[src/tam_pkg.sv]
// ----------------------------------------------------------------------------
// tam_pkg
// Shared types and constants of the threshold alert monitor: item and
// statistics layouts, event codes, register addresses and reset values.
// ----------------------------------------------------------------------------
`default_nettype none

package tam_pkg;

    // opcodes
    localparam logic OP_SAMPLE  = 1'b0;
    localparam logic OP_SUMMARY = 1'b1;

    // link states
    localparam logic [1:0] LINK_UNKNOWN = 2'd0;
    localparam logic [1:0] LINK_ONLINE  = 2'd1;
    localparam logic [1:0] LINK_DOWN    = 2'd2;
    // undefined code, handled like unknown
    localparam logic [1:0] LINK_INVALID = 2'd3;

    // event codes
    localparam logic [2:0] EV_DOWN        = 3'd0;
    localparam logic [2:0] EV_UP          = 3'd1;
    localparam logic [2:0] EV_LOSS_HIGH   = 3'd2;
    localparam logic [2:0] EV_LOSS_NORMAL = 3'd3;
    localparam logic [2:0] EV_TEMP_HIGH   = 3'd4;
    localparam logic [2:0] EV_TEMP_NORMAL = 3'd5;
    localparam logic [2:0] EV_SUMMARY     = 3'd6;

    // register map
    localparam int          ADDR_W        = 3;
    localparam logic [2:0]  ADDR_LOSS_THR = 3'd0;
    localparam logic [2:0]  ADDR_TEMP_THR = 3'd4;
    localparam logic [6:0]  LOSS_THR_RST  = 7'd5;
    localparam logic [6:0]  TEMP_THR_RST  = 7'd80;

    localparam int S_DATA_W = 32;
    localparam int M_DATA_W = 80;
    localparam int MAX_EV   = 3;

    typedef struct packed {
        logic       opcode;
        logic [1:0] link_state;
        logic       loss_valid;
        logic [9:0] loss_tenths;
        logic [6:0] temp_pct;
        logic [6:0] cpu_pct;
    } item_t;

    typedef struct packed {
        logic [6:0]         loss_thr;
        logic [6:0]         temp_thr;
    } cfg_t;

    typedef struct packed {
        logic [6:0]         cpu_low;
        logic signed [7:0]  cpu_high;
        logic [6:0]         temp_low;
        logic signed [7:0]  temp_high;
        logic [9:0]         loss_low;
        logic signed [10:0] loss_high;
        logic [15:0]        down_total;
    } stats_t;

    localparam stats_t STATS_CLEAR = '{
        cpu_low:    7'd101,
        cpu_high:   -8'sd1,
        temp_low:   7'd101,
        temp_high:  -8'sd1,
        loss_low:   10'd1023,
        loss_high:  -11'sd1,
        down_total: 16'd0
    };

    // one item's worth of results: up to three events sharing a statistics view
    typedef struct packed {
        logic [1:0]              cnt;
        logic [MAX_EV-1:0][2:0]  ev;
        logic [MAX_EV-1:0][9:0]  val;
        stats_t                  stats;
    } grp_t;

endpackage

`default_nettype wire

[src/tam_cfg.sv]
// ----------------------------------------------------------------------------
// tam_cfg
// APB register file holding the loss and temperature thresholds.
// ----------------------------------------------------------------------------
`default_nettype none

module tam_cfg (
    input  wire logic                      aclk,
    input  wire logic                      aresetn,
    input  wire logic                      psel,
    input  wire logic                      penable,
    input  wire logic                      pwrite,
    input  wire logic [tam_pkg::ADDR_W-1:0] paddr,
    input  wire logic [31:0]               pwdata,
    output logic [31:0]                    prdata,
    output logic                           pready,
    output tam_pkg::cfg_t                  cfg_o
);
    import tam_pkg::*;

    logic [6:0] loss_thr_reg;
    logic [6:0] temp_thr_reg;
    logic       wr_en;

    assign pready = 1'b1;
    assign wr_en  = psel && penable && pwrite && pready;

    always_ff @(posedge aclk) begin
        if (!aresetn) begin
            loss_thr_reg <= LOSS_THR_RST;
            temp_thr_reg <= TEMP_THR_RST;
        end else if (wr_en) begin
            if (paddr == ADDR_LOSS_THR) begin
                loss_thr_reg <= pwdata[6:0];
            end
            if (paddr == ADDR_TEMP_THR) begin
                temp_thr_reg <= pwdata[6:0];
            end
        end
    end

    always_comb begin
        case (paddr)
            ADDR_LOSS_THR: prdata = {25'd0, loss_thr_reg};
            ADDR_TEMP_THR: prdata = {25'd0, temp_thr_reg};
            default:       prdata = 32'd0;
        endcase
    end

    assign cfg_o.loss_thr = loss_thr_reg;
    assign cfg_o.temp_thr = temp_thr_reg;

endmodule

`default_nettype wire

[src/tam_core.sv]
// ----------------------------------------------------------------------------
// tam_core
// Alert state, running statistics and event generation for one item.
// ----------------------------------------------------------------------------
`default_nettype none

module tam_core (
    input  wire logic           aclk,
    input  wire logic           aresetn,
    input  wire logic           adv_i,
    input  wire tam_pkg::item_t item_i,
    input  wire tam_pkg::cfg_t  cfg_i,
    output tam_pkg::grp_t       grp_o
);
    import tam_pkg::*;

    stats_t      stats_reg, stats_next;
    logic        have_reg, have_next;
    logic        online_reg, online_next;
    logic        loss_alert_reg, loss_alert_next;
    logic        temp_alert_reg, temp_alert_next;

    logic        online;
    logic        loss_over;
    logic        temp_over;
    logic        temp_ok;
    logic [10:0] loss_limit;
    logic [1:0]  n;

    // threshold times ten as shift and add
    assign loss_limit = {1'b0, cfg_i.loss_thr, 3'b000} + {3'b000, cfg_i.loss_thr, 1'b0};
    assign loss_over  = {1'b0, item_i.loss_tenths} >= loss_limit;
    assign temp_over  = item_i.temp_pct >= cfg_i.temp_thr;
    assign temp_ok    = item_i.temp_pct != 7'd0;
    assign online     = item_i.link_state == LINK_ONLINE;

    always_comb begin
        stats_next      = stats_reg;
        have_next       = have_reg;
        online_next     = online_reg;
        loss_alert_next = loss_alert_reg;
        temp_alert_next = temp_alert_reg;
        grp_o           = '0;
        n               = 2'd0;
        if (item_i.opcode == OP_SUMMARY) begin
            grp_o.cnt    = 2'd1;
            grp_o.ev[0]  = EV_SUMMARY;
            grp_o.stats  = stats_reg;
            stats_next   = STATS_CLEAR;
        end else begin
            if (item_i.link_state == LINK_ONLINE || item_i.link_state == LINK_DOWN) begin
                if (!have_reg || online != online_reg) begin
                    if (!online) begin
                        grp_o.ev[n] = EV_DOWN;
                        n = n + 2'd1;
                        if (stats_reg.down_total != 16'hFFFF) begin
                            stats_next.down_total = stats_reg.down_total + 16'd1;
                        end
                    end else if (have_reg) begin
                        grp_o.ev[n] = EV_UP;
                        n = n + 2'd1;
                    end
                    online_next = online;
                    have_next   = 1'b1;
                end
            end
            if (item_i.loss_valid) begin
                if (loss_over && !loss_alert_reg) begin
                    grp_o.ev[n]  = EV_LOSS_HIGH;
                    grp_o.val[n] = item_i.loss_tenths;
                    n = n + 2'd1;
                end else if (!loss_over && loss_alert_reg) begin
                    grp_o.ev[n]  = EV_LOSS_NORMAL;
                    grp_o.val[n] = item_i.loss_tenths;
                    n = n + 2'd1;
                end
                loss_alert_next = loss_over;
                if (item_i.loss_tenths < stats_reg.loss_low) begin
                    stats_next.loss_low = item_i.loss_tenths;
                end
                if ($signed({1'b0, item_i.loss_tenths}) > stats_reg.loss_high) begin
                    stats_next.loss_high = $signed({1'b0, item_i.loss_tenths});
                end
            end
            if (temp_ok) begin
                if (temp_over && !temp_alert_reg) begin
                    grp_o.ev[n]  = EV_TEMP_HIGH;
                    grp_o.val[n] = {3'b000, item_i.temp_pct};
                    n = n + 2'd1;
                end else if (!temp_over && temp_alert_reg) begin
                    grp_o.ev[n]  = EV_TEMP_NORMAL;
                    grp_o.val[n] = {3'b000, item_i.temp_pct};
                    n = n + 2'd1;
                end
                temp_alert_next = temp_over;
                if (item_i.temp_pct < stats_reg.temp_low) begin
                    stats_next.temp_low = item_i.temp_pct;
                end
                if ($signed({1'b0, item_i.temp_pct}) > stats_reg.temp_high) begin
                    stats_next.temp_high = $signed({1'b0, item_i.temp_pct});
                end
            end
            if (item_i.cpu_pct < stats_reg.cpu_low) begin
                stats_next.cpu_low = item_i.cpu_pct;
            end
            if ($signed({1'b0, item_i.cpu_pct}) > stats_reg.cpu_high) begin
                stats_next.cpu_high = $signed({1'b0, item_i.cpu_pct});
            end
            grp_o.cnt   = n;
            grp_o.stats = stats_next;
        end
    end

    always_ff @(posedge aclk) begin
        if (!aresetn) begin
            stats_reg      <= STATS_CLEAR;
            have_reg       <= 1'b0;
            online_reg     <= 1'b0;
            loss_alert_reg <= 1'b0;
            temp_alert_reg <= 1'b0;
        end else if (adv_i) begin
            stats_reg      <= stats_next;
            have_reg       <= have_next;
            online_reg     <= online_next;
            loss_alert_reg <= loss_alert_next;
            temp_alert_reg <= temp_alert_next;
        end
    end

    // down count only moves up between summaries
    a_down_mono: assert property (@(posedge aclk) disable iff (!aresetn)
        adv_i && item_i.opcode == OP_SAMPLE |=> stats_reg.down_total >= $past(stats_reg.down_total))
        else $error("down count went backwards on a sample");

    // a summary leaves the statistics at their sentinels
    a_sum_clear: assert property (@(posedge aclk) disable iff (!aresetn)
        adv_i && item_i.opcode == OP_SUMMARY |=> stats_reg == STATS_CLEAR)
        else $error("statistics not cleared after summary");

endmodule

`default_nettype wire

[src/tam_outq.sv]
// ----------------------------------------------------------------------------
// tam_outq
// Result register: holds the events of one item and hands them out in order.
// ----------------------------------------------------------------------------
`default_nettype none

module tam_outq (
    input  wire logic                          aclk,
    input  wire logic                          aresetn,
    input  wire logic                          load_i,
    input  wire tam_pkg::grp_t                 grp_i,
    output logic                               take_ok_o,
    output logic                               m_tvalid,
    input  wire logic                          m_tready,
    output logic [tam_pkg::M_DATA_W-1:0]       m_tdata,  // value, min_cpu_seen,
                                                         // max_cpu_seen, min_temp_seen,
                                                         // max_temp_seen, min_loss_seen,
                                                         // max_loss_seen, down_events, pad
    output logic [2:0]                         m_tuser,  // event_res
    output logic                               m_tlast
);
    import tam_pkg::*;

    logic [1:0]             cnt_reg;
    logic [MAX_EV-1:0][2:0] ev_reg;
    logic [MAX_EV-1:0][9:0] val_reg;
    stats_t                 stats_reg;
    logic                   pop;

    assign pop       = m_tvalid && m_tready;
    // free now, or the final event leaves this cycle
    assign take_ok_o = (cnt_reg == 2'd0) || (cnt_reg == 2'd1 && m_tready);

    always_ff @(posedge aclk) begin
        if (!aresetn) begin
            cnt_reg <= 2'd0;
        end else if (load_i) begin
            cnt_reg <= grp_i.cnt;
        end else if (pop) begin
            cnt_reg <= cnt_reg - 2'd1;
        end
    end

    always_ff @(posedge aclk) begin
        if (load_i) begin
            ev_reg    <= grp_i.ev;
            val_reg   <= grp_i.val;
            stats_reg <= grp_i.stats;
        end else if (pop) begin
            ev_reg    <= {3'd0, ev_reg[2], ev_reg[1]};
            val_reg   <= {10'd0, val_reg[2], val_reg[1]};
        end
    end

    assign m_tvalid = cnt_reg != 2'd0;
    assign m_tlast  = cnt_reg == 2'd1;
    assign m_tuser  = ev_reg[0];
    assign m_tdata  = {3'b000, stats_reg.down_total, stats_reg.loss_high,
                       stats_reg.loss_low, stats_reg.temp_high, stats_reg.temp_low,
                       stats_reg.cpu_high, stats_reg.cpu_low, val_reg[0]};

    // never overwrite events still waiting
    a_no_clobber: assert property (@(posedge aclk) disable iff (!aresetn)
        load_i |-> take_ok_o)
        else $error("result group loaded over pending events");

    // a loaded group with events shows up on the next cycle
    a_load_show: assert property (@(posedge aclk) disable iff (!aresetn)
        load_i && grp_i.cnt != 2'd0 |=> m_tvalid && m_tuser == $past(grp_i.ev[0]))
        else $error("loaded group not presented");

    // a summary is always a lone result
    a_sum_last: assert property (@(posedge aclk) disable iff (!aresetn)
        m_tvalid && m_tuser == EV_SUMMARY |-> m_tlast)
        else $error("summary not marked last");

endmodule

`default_nettype wire

[src/threshold_alert_monitor_with_minmax.sv]
// ----------------------------------------------------------------------------
// threshold_alert_monitor_with_minmax
// Link, loss and temperature alert monitor with running min/max statistics.
// ----------------------------------------------------------------------------
// an item is held in item_reg; its results then load the result register
// throughput: one item per cycle while results are accepted; an item
//   with more than one result (up to three) stalls the input while the single
//   result register drains; eventless items are consumed and produce nothing
// reset: synchronous active-low; clears alerts and link history, sets the
//   statistics to their sentinels and thresholds to 5 and 80 percent
`default_nettype none

module threshold_alert_monitor_with_minmax (
    input  wire logic                          aclk,
    input  wire logic                          aresetn,
    input  wire logic                          s_tvalid,
    output logic                               s_tready,
    input  wire logic [tam_pkg::S_DATA_W-1:0]  s_tdata,  // link_state, loss_valid,
                                                         // loss_tenths, temp_pct,
                                                         // cpu_pct, pad
    input  wire logic                          s_tuser,  // opcode
    output logic                               m_tvalid,
    input  wire logic                          m_tready,
    output logic [tam_pkg::M_DATA_W-1:0]       m_tdata,  // value, min_cpu_seen,
                                                         // max_cpu_seen, min_temp_seen,
                                                         // max_temp_seen, min_loss_seen,
                                                         // max_loss_seen, down_events, pad
    output logic [2:0]                         m_tuser,  // event_res
    output logic                               m_tlast,
    input  wire logic                          psel,
    input  wire logic                          penable,
    input  wire logic                          pwrite,
    input  wire logic [tam_pkg::ADDR_W-1:0]    paddr,
    input  wire logic [31:0]                   pwdata,
    output logic [31:0]                        prdata,
    output logic                               pready
);
    import tam_pkg::*;

    cfg_t   cfg;
    item_t  item_reg;
    item_t  item_in;
    logic   in_valid_reg;
    logic   take_ok;
    logic   adv;
    grp_t   grp;

    assign item_in.opcode      = s_tuser;
    assign item_in.link_state  = s_tdata[1:0];
    assign item_in.loss_valid  = s_tdata[2];
    assign item_in.loss_tenths = s_tdata[12:3];
    assign item_in.temp_pct    = s_tdata[19:13];
    assign item_in.cpu_pct     = s_tdata[26:20];

    assign adv      = in_valid_reg && take_ok;
    assign s_tready = !in_valid_reg || take_ok;

    always_ff @(posedge aclk) begin
        if (!aresetn) begin
            in_valid_reg <= 1'b0;
        end else if (s_tready) begin
            in_valid_reg <= s_tvalid;
        end
    end

    always_ff @(posedge aclk) begin
        if (s_tready && s_tvalid) begin
            item_reg <= item_in;
        end
    end

    tam_cfg u_cfg (
        .aclk    (aclk),
        .aresetn (aresetn),
        .psel    (psel),
        .penable (penable),
        .pwrite  (pwrite),
        .paddr   (paddr),
        .pwdata  (pwdata),
        .prdata  (prdata),
        .pready  (pready),
        .cfg_o   (cfg)
    );

    tam_core u_core (
        .aclk    (aclk),
        .aresetn (aresetn),
        .adv_i   (adv),
        .item_i  (item_reg),
        .cfg_i   (cfg),
        .grp_o   (grp)
    );

    tam_outq u_outq (
        .aclk      (aclk),
        .aresetn   (aresetn),
        .load_i    (adv),
        .grp_i     (grp),
        .take_ok_o (take_ok),
        .m_tvalid  (m_tvalid),
        .m_tready  (m_tready),
        .m_tdata   (m_tdata),
        .m_tuser   (m_tuser),
        .m_tlast   (m_tlast)
    );

    // a held item that cannot move stays held
    a_hold_item: assert property (@(posedge aclk) disable iff (!aresetn)
        in_valid_reg && !take_ok |=> in_valid_reg && $stable(item_reg))
        else $error("stalled input item lost");

endmodule

`default_nettype wire
[config.mk]
export PLATFORM = sky130hd
export DESIGN_NAME = threshold_alert_monitor_with_minmax
export DESIGN_NICKNAME = d
export VERILOG_FILES = /design/src/tam_pkg.sv /design/src/tam_cfg.sv /design/src/tam_core.sv /design/src/tam_outq.sv /design/src/threshold_alert_monitor_with_minmax.sv
export SDC_FILE = /design/constraint.sdc
export NUM_CORES = 1
export LEC_CHECK = 0
export ABC_CLOCK_PERIOD_IN_PS = 5950
export BUFFER_PORTS_ARGS = -buffer_cell sky130_fd_sc_hd__buf_4
export CORE_MARGIN = 4
export CORE_UTILIZATION = 55
export CTS_CLUSTER_DIAMETER = 80
export DETAILED_ROUTE_END_ITERATION = 8
export GPL_TIMING_DRIVEN = 0
export PLACE_DENSITY = 0.83
export SYNTH_ARGS = -nofsm -noshare
export SYNTH_HDL_FRONTEND = slang
export SYNTH_HIERARCHICAL = 1
export SYNTH_SLANG_ARGS = --single-unit
[constraint.sdc]
create_clock -name aclk -period 5.95 [get_ports aclk]
set_clock_uncertainty 0.2 [all_clocks]
set_input_delay 0.8925 -clock aclk [delete_from_list [all_inputs] [get_ports aclk]]
set_output_delay 0.8925 -clock aclk [all_outputs]
set_load 0.03 [all_outputs]
== Word level (Yosys, flattened, before mapping) ==
Index checks and enable logic that the tools add are counted.

* Logic and storage cells: 161
* Latch bits: 0
* Register bits: 222
* Memories: 0
* Output and inout bits: 119
* RAM bits: 0
* Bits of input ports: 75
* ROM bits: 0

* Multiply operators: 0
* $lt $le $gt $ge: 12
* Divide/modulo/power cells: 0
* Shifts and indexed selects: 0
* $add $sub $neg: 5
* Mux-type cells: 58
* Bitwise gates (word level): 14
* Reductions and logical operators: 32
* Equal/unequal tests: 6

{| class="wikitable"
|+ Operator list
! operator !! count
|-
| $mux W39 || 7
|-
| $mux W67 || 2
|-
| $mux W30 || 3
|-
| $mux W16 || 4
|-
| $demux W10 S2 || 2
|-
| $and A30 B30 Y30 || 1
|-
| $bwmux W30 || 1
|-
| $mux W10 || 3
|-
| $mux W2 || 14
|-
| $mux W21 || 1
|-
| $mux W3 || 7
|-
| $mux W9 || 2
|-
| $add A16 B1 Y16 const B || 1
|-
| $gt A8 B8 Y1 || 2
|-
| $mux W8 || 2
|-
| $ne A16 B16 Y1 const B || 1
|-
| $mux W15 || 1
|-
| $lt A7 B7 Y1 || 2
|-
| $mux W7 || 2
|-
| $pmux W7 S2 || 1
|-
| $demux W3 S2 || 2
|-
| $logic_and A1 B1 Y1 || 12
|-
| $not A6 Y6 || 2
|-
| $add A10 B8 Y11 || 1
|-
| 34 further kinds || 51
|}

== Depth between registers and ports, before layout ==
Gate-level depths: netlist (run 1).

* Depth after elaboration: 22
* Mapped depth: 23
* Mapped depth without buffers: 23

== Hierarchy ==
Netlist (run 1), hierarchy kept.

{| class="wikitable"
|+ By module, submodules not included
! module !! sequential area each (um2) !! area each (um2) !! cells an instance !! instances
|-
| tam_core || 1,421.4 || 6,254.7 || 776 || 1
|-
| tam_outq || 3,223.1 || 3,988.8 || 186 || 1
|-
| tam_cfg || 280.3 || 934.6 || 109 || 1
|-
| threshold_alert_monitor_with_minmax || 860.8 || 905.9 || 34 || 1
|}

== Worst setup path before layout (run 1) ==
OpenSTA, ideal clock, no wires.

* Path kind: register to register
* From: register u_cfg.loss_thr_reg[0]
* To: register u_outq.val_reg (netlist bit u_outq/m_tdata[0]), data pin
* Slack: 1.342 ns
* Stages on the path, launching flop included: 21
* Arrival time: 4.148 ns
* Library setup time: 0.260 ns
* Path buffers: 1
* Clock period less this slack: 4.608 ns
* Data required time: 5.490 ns
* Cells stage by stage: dfxtp_1 ha_1 fa_1 a21o_1 a21oi_1 nor2b_1 o21ai_0 xor2_1 ha_1 a211o_1 o21a_1 nor2_1 ha_1 a21boi_0 o31ai_4 inv_1 ha_1 nand3_2 buf_6 o22ai_1 mux2_4

{| class="wikitable"
|+ RTL lines
! item !! line !! RTL
|-
| from (decl) || tam_cfg.sv:21 || <nowiki>logic [6:0] loss_thr_reg;</nowiki>
|-
| from (signal assigned) || tam_cfg.sv:34 || <nowiki>loss_thr_reg <= pwdata[6:0];</nowiki>
|-
| to (signal assigned) || tam_outq.sv:47 || <nowiki>val_reg <= grp_i.val;</nowiki>
|-
| to (signal assigned) || tam_outq.sv:51 || <nowiki>val_reg <= {10'd0, val_reg[2], val_reg[1]};</nowiki>
|-
| to (decl) || tam_outq.sv:26 || <nowiki>logic [MAX_EV-1:0][9:0] val_reg;</nowiki>
|}

==> results of run 1 <==
cell families (layout without fill, tap and decap cells):
family	after synthesis	in the layout	synth area share, %
adders and majority gates	76	76	7.93
other	4	33	0.124
DFF	222	222	47.9
xor gates and xnor gates	22	22	1.66
buffers and inverters	163	341	7.33
muxes	85	85	8.49
AOI/OAI and AO/OA	219	219	13.3
and+or+nand+nor	314	314	13.3
synth_stat cells (4+ instances only):
| master | count |
|---|---|
| a211oi_1 | 6 |
| a21boi_0 | 8 |
| a21o_1 | 18 |
| a21oi_1 | 31 |
| a22o_1 | 6 |
| a22oi_1 | 5 |
| a2bb2oi_1 | 4 |
| and2_1 | 29 |
| and3_1 | 14 |
| buf_2 | 7 |
| buf_4 | 46 |
| buf_6 | 8 |
| clkbuf_1 | 22 |
| conb_1 | 4 |
| dfxtp_1 | 88 |
| edfxtp_1 | 134 |
| ha_1 | 75 |
| inv_1 | 78 |
| mux2_2 | 40 |
| mux2_4 | 25 |
| mux2i_1 | 20 |
| nand2_1 | 109 |
| nand2b_1 | 9 |
| nand3_1 | 18 |
| nand3b_1 | 6 |
| nand4_1 | 6 |
| nor2_1 | 45 |
| nor2b_1 | 15 |
| nor3_1 | 25 |
| nor3b_1 | 4 |
| nor4_1 | 5 |
| o21a_1 | 7 |
| o21ai_0 | 46 |
| o21ai_1 | 6 |
| o22a_1 | 5 |
| o22ai_1 | 14 |
| o32a_1 | 13 |
| o32ai_1 | 10 |
| or2_2 | 5 |
| xnor2_1 | 8 |
| xor2_1 | 13 |
layout make-up:
| type | count | area [um^2] |
|---|---|---|
| fill | 1595 | 6960 |
| sequential | 222 | 5790 |
| multi-input combinational | 749 | 5520 |
| timing repair buffer | 134 | 1030 |
| clock buffer | 33 | 686 |
| buffer | 85 | 593 |
| tap | 275 | 344 |
| inverter | 78 | 293 |
| clock inverter | 11 | 73.8 |
layer usage:
| layer | vias up | part of all wire, % | track usage (%) |
|---|---|---|---|
| met3 | 59 | 7.7 | 3.84 |
| met4 | 0 | 2.6 | 6.32 |
| li1 | 4315 | - | - |
| met1 | 4275 | 42 | 30.1 |
| met2 | 352 | 48 | 38.4 |
| met5 | - | 0 | 0 |
critical path, stage by stage (launching register included):
cell and delay, ps:
dfxtp_1 360, ha_1 250, fa_1 420, a21o_1 200, a21oi_1 230, nor2b_1 70
o21ai_0 180, xor2_1 190, ha_1 260, a211o_1 290, o21a_1 310, nor2_1 180
ha_1 250, a21boi_0 160, o31ai_4 280, inv_1 100, ha_1 240, nand3_2 190
buf_6 170, o22ai_1 130, mux2_4 300
through the flow:
stage	power, W	hold WS, ps
3_5_place_dp	0.00307	253
5_1_grt	0.00466	282
4_1_cts	0.00449	267
2_1_floorplan	0.00273	236
3_3_place_gp	0.00303	244
6_report	0.00447	268
worst max-delay path by stage:
stage | end | start | depth (start not counted)
3_5_place_dp | u_outq/m_tdata[0]$_DFFE_PP_ | u_cfg/loss_thr_reg[0]$_SDFFE_PN1P_ | 20
3_3_place_gp | u_outq/m_tdata[0]$_DFFE_PP_ | u_cfg/loss_thr_reg[0]$_SDFFE_PN1P_ | 20
5_1_grt | u_outq/m_tdata[0]$_DFFE_PP_ | u_cfg/loss_thr_reg[0]$_SDFFE_PN1P_ | 20
4_1_cts | u_outq/m_tdata[0]$_DFFE_PP_ | u_cfg/loss_thr_reg[0]$_SDFFE_PN1P_ | 20
2_1_floorplan | u_outq/m_tdata[0]$_DFFE_PP_ | u_cfg/loss_thr_reg[0]$_SDFFE_PN1P_ | 20
6_report | u_outq/m_tdata[0]$_DFFE_PP_ | u_cfg/loss_thr_reg[0]$_SDFFE_PN1P_ | 20
power breakdown:
part	internal, W	switching, W
clock	0.000844	0.000581
sequential	0.00185	0.0000966
combinational	0.000450	0.000645
==> results.json, run 1 <==
{
  "worst_slew_pin_slew_ps": 895,
  "first_pass_iters": 5,
  "grt_pass1_wl_um": 44700,
  "grt_pass1_vias": 8730,
  "hold_end": "u_core/stats_reg[17]$_SDFFE_PN1P_",
  "grt_max_degree": 51,
  "yosys_most_used_dff": "edfxtp_1",
  "reg2reg_slack_ps": 730,
  "relSlewSlack_pct": 40.3,
  "drv_cap": 0,
  "fin_area_mm2": 0.0143,
  "yosys_warnings": 6,
  "cts-root-buf": "clkbuf_16",
  "whs_path_depth": 1,
  "r2r-start": "u_cfg/loss_thr_reg[0]$_SDFFE_PN1P_",
  "drt_iter0_markers": 667,
  "reg2reg_depth": 20,
  "period_minus_slack_ps": 5220,
  "remaining_drc_errors": 0,
  "avgSynthCellArea_um2": 10.9,
  "p_per_area_mw_per_mm2": 312,
  "netlist_instances": 1105,
  "numCtsBuffers": 24,
  "num_rows": 53,
  "cts_tree": "yes",
  "fin_cells": 1587,
  "routed_wl_um": 28500,
  "path_clk_slew_ps": 60,
  "fin_nets": 1445,
  "worst_slack_ps": 733,
  "end_kind": "flip-flop",
  "r2r-end": "u_outq/m_tdata[0]$_DFFE_PP_",
  "grt.overflow.total": 0,
  "cts_sinks": 222,
  "arrival_ps": 5270,
  "hp-class": "flip-flop to flip-flop",
  "rsz0062_at_grt": "no",
  "syn-cell-area_mm2": 0.0121,
  "place_area_mm2": 0.0136,
  "ys_seq_elements": 222,
  "largest_reg_flops": 77,
  "antenna_found_initial": 0,
  "status": "finished, final reports clean",
  "wl_per_cell_um": 18.0,
  "dieArea_mm2": 0.0244,
  "ant_nets": 0,
  "crit_path_max_fanout": 10,
  "hold_viol": 0,
  "fin_setup_tns_ps": 0,
  "clk_latency_ps": 510,
  "synth_top_area_share_pct": 33.3,
  "postCtsHoldBufs": 0,
  "die_x_um": 156,
  "yosys.cell_types.count": 85,
  "synth_top_cells_by_area": "edfxtp_1 (33%), dfxtp_1 (15%), ha_1 (7.8%)",
  "io_buffers": 133,
  "route.vias.total": 9001,
  "die_h_um": 156,
  "fmax_mhz": 192,
  "fin_util_pct": 67.3,
  "synth-edff-count": 134,
  "area_growth_pct": 18.5,
  "pre_cts_slack_ps": 781,
  "cts_setup_buffers": 0,
  "layout_common_cells": "buf_4 (179), edfxtp_1 (134), nand2_1 (109), dfxtp_1 (88), inv_1 (78)",
  "crit_type": "flip-flop to flip-flop",
  "setup_viol": 0,
  "seq_area_frac_synth_pct": 47.9,
  "ir_worst_vdd_v": 0.000238,
  "htreeDepth": 1,
  "antenna_cells": 0,
  "setup.worst_path.start_class": "flip-flop",
  "layout_commonest_cell": "buf_4",
  "cts_resized": 0,
  "min_from": "u_core/stats_reg[17]$_SDFFE_PN1P_",
  "fin_crit_sh_pct": 87.7,
  "place_hpwl_um": 20500,
  "drive_gt1_share_pct": 24.8,
  "detail_route.vias_per_cell": 5.67,
  "place_congestion": 0.933,
  "placedCellCount": 1543,
  "initial_core_util_pct": 56.8,
  "async_flop_share_pct": 0,
  "grt_util_all_layers_pct": 22.6,
  "pin_count": 194,
  "slew_violations": 0,
  "clockBufferDepth": 3,
  "critPathRequiredTime_ps": 6000,
  "p_leak_nw": 6.28,
  "synth_area_leader_cell": "edfxtp_1",
  "core_mm2": 0.0213
}
(Power assumes the default switching activity.)
==> run 2, diff against run 1 <==
Settings changed: RECOVER_POWER from default to 50.
==> results.json, run 2 (synthesis results as in run 1) <==
{
  "area_growth_pct": 15.7,
  "htreeDepth": 1,
  "critPathRequiredTime_ps": 6000,
  "whs_path_depth": 1,
  "r2r-end": "u_outq/m_tdata[0]$_DFFE_PP_",
  "p_per_area_mw_per_mm2": 315,
  "path_clk_slew_ps": 60,
  "grt.overflow.total": 0,
  "layout_commonest_cell": "edfxtp_1",
  "fin_setup_tns_ps": 0,
  "slowest_delay_ps": 420,
  "num_rows": 53,
  "crit_type": "flip-flop to flip-flop",
  "ir_worst_vdd_v": 0.000239,
  "worstPathCellList": "ha_1 -> fa_1 -> a21o_1 -> a21oi_1 -> nor2b_1 -> o21ai_0 -> xor2_1 -> ha_1 -> a211o_1 -> o21a_1 -> nor2_1 -> ha_1 -> a21boi_0 -> o31ai_4 -> inv_1 -> ha_1 -> nand3_2 -> buf_6 -> o22ai_1 -> mux2_4",
  "finalHoldWorstSlack_ps": 271,
  "place_congestion": 0.933,
  "remaining_drc_errors": 0,
  "end_kind": "flip-flop",
  "io_buffers": 133,
  "grt_util_all_layers_pct": 22.6,
  "r2r-start": "u_cfg/loss_thr_reg[0]$_SDFFE_PN1P_",
  "antenna_found_initial": 0,
  "cts_sinks": 222,
  "routed_wl_um": 28600,
  "postCtsHoldBufs": 0,
  "grt_max_degree": 51,
  "die_x_um": 156,
  "crit_path_frequent_cell": "ha_1",
  "crit_path_top_delay_cell": "fa_1",
  "core_mm2": 0.0213,
  "cts-root-buf": "clkbuf_16",
  "worst_slew_pin_slew_ps": 2220,
  "slew_violations": 51,
  "setup.worst_path.start_class": "flip-flop",
  "violations": "max-capacitance violations, max-slew violations",
  "status": "complete, but fails checks",
  "fin_crit_sh_pct": 87.9,
  "grt_pass1_vias": 8730,
  "numCtsBuffers": 24,
  "min_from": "u_core/stats_reg[17]$_SDFFE_PN1P_",
  "dieArea_mm2": 0.0244,
  "p_leak_nw": 5.96,
  "reg2reg_slack_ps": 720,
  "fmax_mhz": 191,
  "die_h_um": 156,
  "cts_resized": 0,
  "reg2reg_depth": 20,
  "initial_core_util_pct": 56.8,
  "first_pass_iters": 5,
  "place_area_mm2": 0.0136,
  "detail_route.vias_per_cell": 5.68,
  "cts_setup_buffers": 0,
  "antenna_cells": 0,
  "drt_iter0_markers": 660,
  "wl_per_cell_um": 18.0,
  "drive_gt1_share_pct": 18.1,
  "fin_nets": 1445,
  "rsz0062_at_grt": "no",
  "place_hpwl_um": 20500,
  "relSlewSlack_pct": -48.0,
  "arrival_ps": 5290,
  "cts_tree": "yes",
  "hold_viol": 0,
  "drv_cap": 2,
  "route.vias.total": 9017,
  "crit_path_max_fanout": 10,
  "fin_area_mm2": 0.0140,
  "ant_nets": 0,
  "clockBufferDepth": 3,
  "setup_viol": 0,
  "pin_count": 194,
  "hold_end": "u_core/stats_reg[17]$_SDFFE_PN1P_",
  "largest_reg_flops": 77,
  "period_minus_slack_ps": 5230,
  "layout_common_cells": "edfxtp_1 (134), clkbuf_1 (110), nand2_1 (109), dfxtp_1 (88), inv_1 (78)",
  "clk_latency_ps": 510,
  "grt_pass1_wl_um": 44700,
  "hp-class": "flip-flop to flip-flop"
}
## run 2: how the worst max path moves through the flow
stage	from	to	cells after the start
final	u_cfg/loss_thr_reg[0]$_SDFFE_PN1P_	u_outq/m_tdata[0]$_DFFE_PP_	20
after global routing	u_cfg/loss_thr_reg[0]$_SDFFE_PN1P_	u_outq/m_tdata[0]$_DFFE_PP_	20
after CTS	u_cfg/loss_thr_reg[0]$_SDFFE_PN1P_	u_outq/m_tdata[0]$_DFFE_PP_	20
after detailed placement	u_cfg/loss_thr_reg[0]$_SDFFE_PN1P_	u_outq/m_tdata[0]$_DFFE_PP_	20
after global placement	u_cfg/loss_thr_reg[0]$_SDFFE_PN1P_	u_outq/m_tdata[0]$_DFFE_PP_	20
after floorplan	u_cfg/loss_thr_reg[0]$_SDFFE_PN1P_	u_outq/m_tdata[0]$_DFFE_PP_	20
## run 2: power breakdown
part,internal [W],switching (W),total (W)
sequential,0.00186,0.0000949,0.00195
combinational,0.000384,0.000644,0.00103
clock,0.000844,0.000582,0.00143
## run 2: metrics by stage
step	setup slack [ps]	total power, W	std cells	utilization [%]
2_1_floorplan	1340	0.00273	1134	-
3_3_place_gp	857	0.00303	1542	63.6
3_5_place_dp	781	0.00307	1543	63.7
4_1_cts	760	0.00449	1587	67.3
5_1_grt	402	0.00460	1587	65.7
6_report	717	0.00441	1587	65.7
## run 2: layout make-up
type / instances / area [um^2]
well taps: 275 / 344
repair buffers: 134 / 722
fillers: 1675 / 7310
multi-input cells: 749 / 5500
inverters: 78 / 293
plain buffers: 85 / 578
flip-flops and latches: 222 / 5790
clock inverters: 11 / 73.8
clock buffers: 33 / 686
## run 2: per-layer routing
layer	part of all wire (%)	track usage, %
met5	0	0
met1	42	30.1
met3	7.9	3.84
met2	48	38.4
met4	2.4	6.32
## run 2: critical path, delay by kind of cell, from the launching register on
kind | cells | cell delay [ps]
compound gates | 8 | 1790
flops | 1 | 360
fa+ha+maj | 5 | 1440
mux | 1 | 300
simple gates | 3 | 450
xor+xnor | 1 | 190
buf+inv | 2 | 270
==> run 3, diff against run 2 <==
Settings changed: ABC_CLOCK_PERIOD_IN_PS 5950 to 6450, CORE_ASPECT_RATIO from default to 0.5, REMOVE_ABC_BUFFERS from default to 1.
Clock period 5.95 ns to 6.45 ns, I/O delays scaled along.
==> results.json, run 3 (synthesis results as in run 1) <==
{
  "grt_max_degree": 75,
  "fmax_mhz": 185,
  "first_pass_iters": 5,
  "r2r-start": "u_cfg/loss_thr_reg[0]$_SDFFE_PN1P_",
  "whs_path_depth": 1,
  "crit_path_max_fanout": 19,
  "ant_nets": 0,
  "pwr-share-seq_pct": 46.6,
  "clk_latency_ps": 500,
  "layout_common_cells": "edfxtp_1 (134), nand2_1 (110), clkbuf_1 (94), dfxtp_1 (88), inv_1 (78)",
  "grt.overflow.total": 0,
  "path_clk_slew_ps": 70,
  "arrival_ps": 5460,
  "fin_nets": 1359,
  "route.vias.total": 8738,
  "grt_util_all_layers_pct": 21.3,
  "ir_worst_vdd_v": 0.000242,
  "initial_core_util_pct": 55.9,
  "power.net_switching_w": 0.00118,
  "pin_count": 194,
  "nFillCells": 1731,
  "detail_route.vias_per_cell": 5.74,
  "cts-root-buf": "clkbuf_16",
  "numCtsBuffers": 21,
  "slew_violations": 104,
  "htreeDepth": 1,
  "finalHoldWorstSlack_ps": 271,
  "io_buffers": 134,
  "die_x_um": 218,
  "cts_tree": "yes",
  "swShare_pct": 30.6,
  "place_congestion": 0.869,
  "cts_setup_buffers": 0,
  "worst_slew_pin_slew_ps": 3040,
  "antenna_found_initial": 1,
  "crit_start": "u_cfg/loss_thr_reg[0]$_SDFFE_PN1P_",
  "routed_wl_um": 27400,
  "fin_crit_sh_pct": 83.9,
  "postCtsHoldBufs": 0,
  "setup.worst_path.start_class": "flip-flop",
  "combinationalPowerShare_pct": 22.3,
  "rsz0062_at_grt": "no",
  "cts_resized": 0,
  "intPower_w": 0.00269,
  "clkPwrFrac_pct": 31.1,
  "wl_per_cell_um": 18.0,
  "status": "complete, but fails checks",
  "drive_gt1_share_pct": 13.8,
  "grt_pass1_wl_um": 43300,
  "min_from": "u_core/stats_reg[17]$_SDFFE_PN1P_",
  "drv_cap": 2,
  "power_w": 0.00387,
  "dieArea_mm2": 0.0246,
  "antenna_cells": 0,
  "drt_iter0_markers": 650,
  "num_rows": 38,
  "end_kind": "flip-flop",
  "layout_commonest_cell": "edfxtp_1",
  "setup_viol": 0,
  "p_per_area_mw_per_mm2": 290,
  "die_h_um": 113,
  "relSlewSlack_pct": -103,
  "core_mm2": 0.0216,
  "critPathRequiredTime_ps": 6500,
  "remaining_drc_errors": 0,
  "period_minus_slack_ps": 5410,
  "hold_viol": 0,
  "reg2reg_depth": 22,
  "violations": "max-capacitance violations, max-slew violations",
  "hp-class": "flip-flop to flip-flop",
  "grt_pass1_vias": 8831,
  "largest_reg_flops": 77,
  "fin_setup_tns_ps": 0,
  "cts_sinks": 222,
  "crit_type": "flip-flop to flip-flop",
  "p_leak_nw": 5.53,
  "clockBufferDepth": 3,
  "place_hpwl_um": 18900,
  "area_growth_pct": 10.3
}
[run 3: critical path, stage by stage, from the launching register on]
cell,delay (ps)
dfxtp_1,360
ha_1,260
fa_1,410
a21o_1,200
a21oi_1,250
nor2b_1,100
o21ai_0,200
xor2_1,110
ha_1,310
o21a_1,130
nor2_1,40
a21oi_1,130
o21a_1,290
nor2_1,110
ha_1,300
a21boi_0,330
o31ai_4,120
inv_1,110
ha_1,220
nand3_2,330
o211ai_1,220
o21ai_0,120
mux2_4,330
[run 3: cell type report]
cell class	instances	area, um^2	area share, %
repair buffers	136	714	5.36
flip-flops and latches	222	5790	43.4
clock buffers	31	593	4.45
multi-input cells	749	5510	41.3
well taps	300	375	2.82
inverters	78	293	2.20
clock inverters	6	62.6	0.469
[run 3: per-layer routing]
metal,global-route usage [%],up-vias,part of all wire [%]
li1,-,4129,-
met4,6.65,2,2.5
met5,0,-,0.047
met3,3.92,61,6.8
met2,37.6,345,49
met1,26.9,4201,42
[run 3: worst paths after layout]
kind / end / slack, ps
max: u_outq/m_tuser[1]$_DFFE_PP_ / 1040
min: u_core/stats_reg[17]$_SDFFE_PN1P_ / 270
max reg2reg: u_outq/m_tuser[1]$_DFFE_PP_ / 1040
min reg2reg: u_core/stats_reg[17]$_SDFFE_PN1P_ / 270
[run 3: power groups by stage]
| stage | combinational (W) | clock [W] | sequential (W) |
|---|---|---|---|
| floorplan | 0.000503 | 0 | 0.00194 |
| global placement | 0.000883 | 0 | 0.00184 |
| detailed placement | 0.000910 | 0 | 0.00184 |
| CTS | 0.000916 | 0.00123 | 0.00181 |
| global route | 0.000929 | 0.00129 | 0.00182 |
| finish | 0.000862 | 0.00121 | 0.00180 |
[run 3: through the flow]
stage,cell area (um^2),util [%],worst slack (ps),std cells
finish,13300,61.6,1040,1522
floorplan,11600,-,1750,1049
CTS,13700,63.2,1110,1521
global route,13300,61.6,767,1522
global placement,13000,60.0,-134,1483
detailed placement,13000,60.2,1130,1484
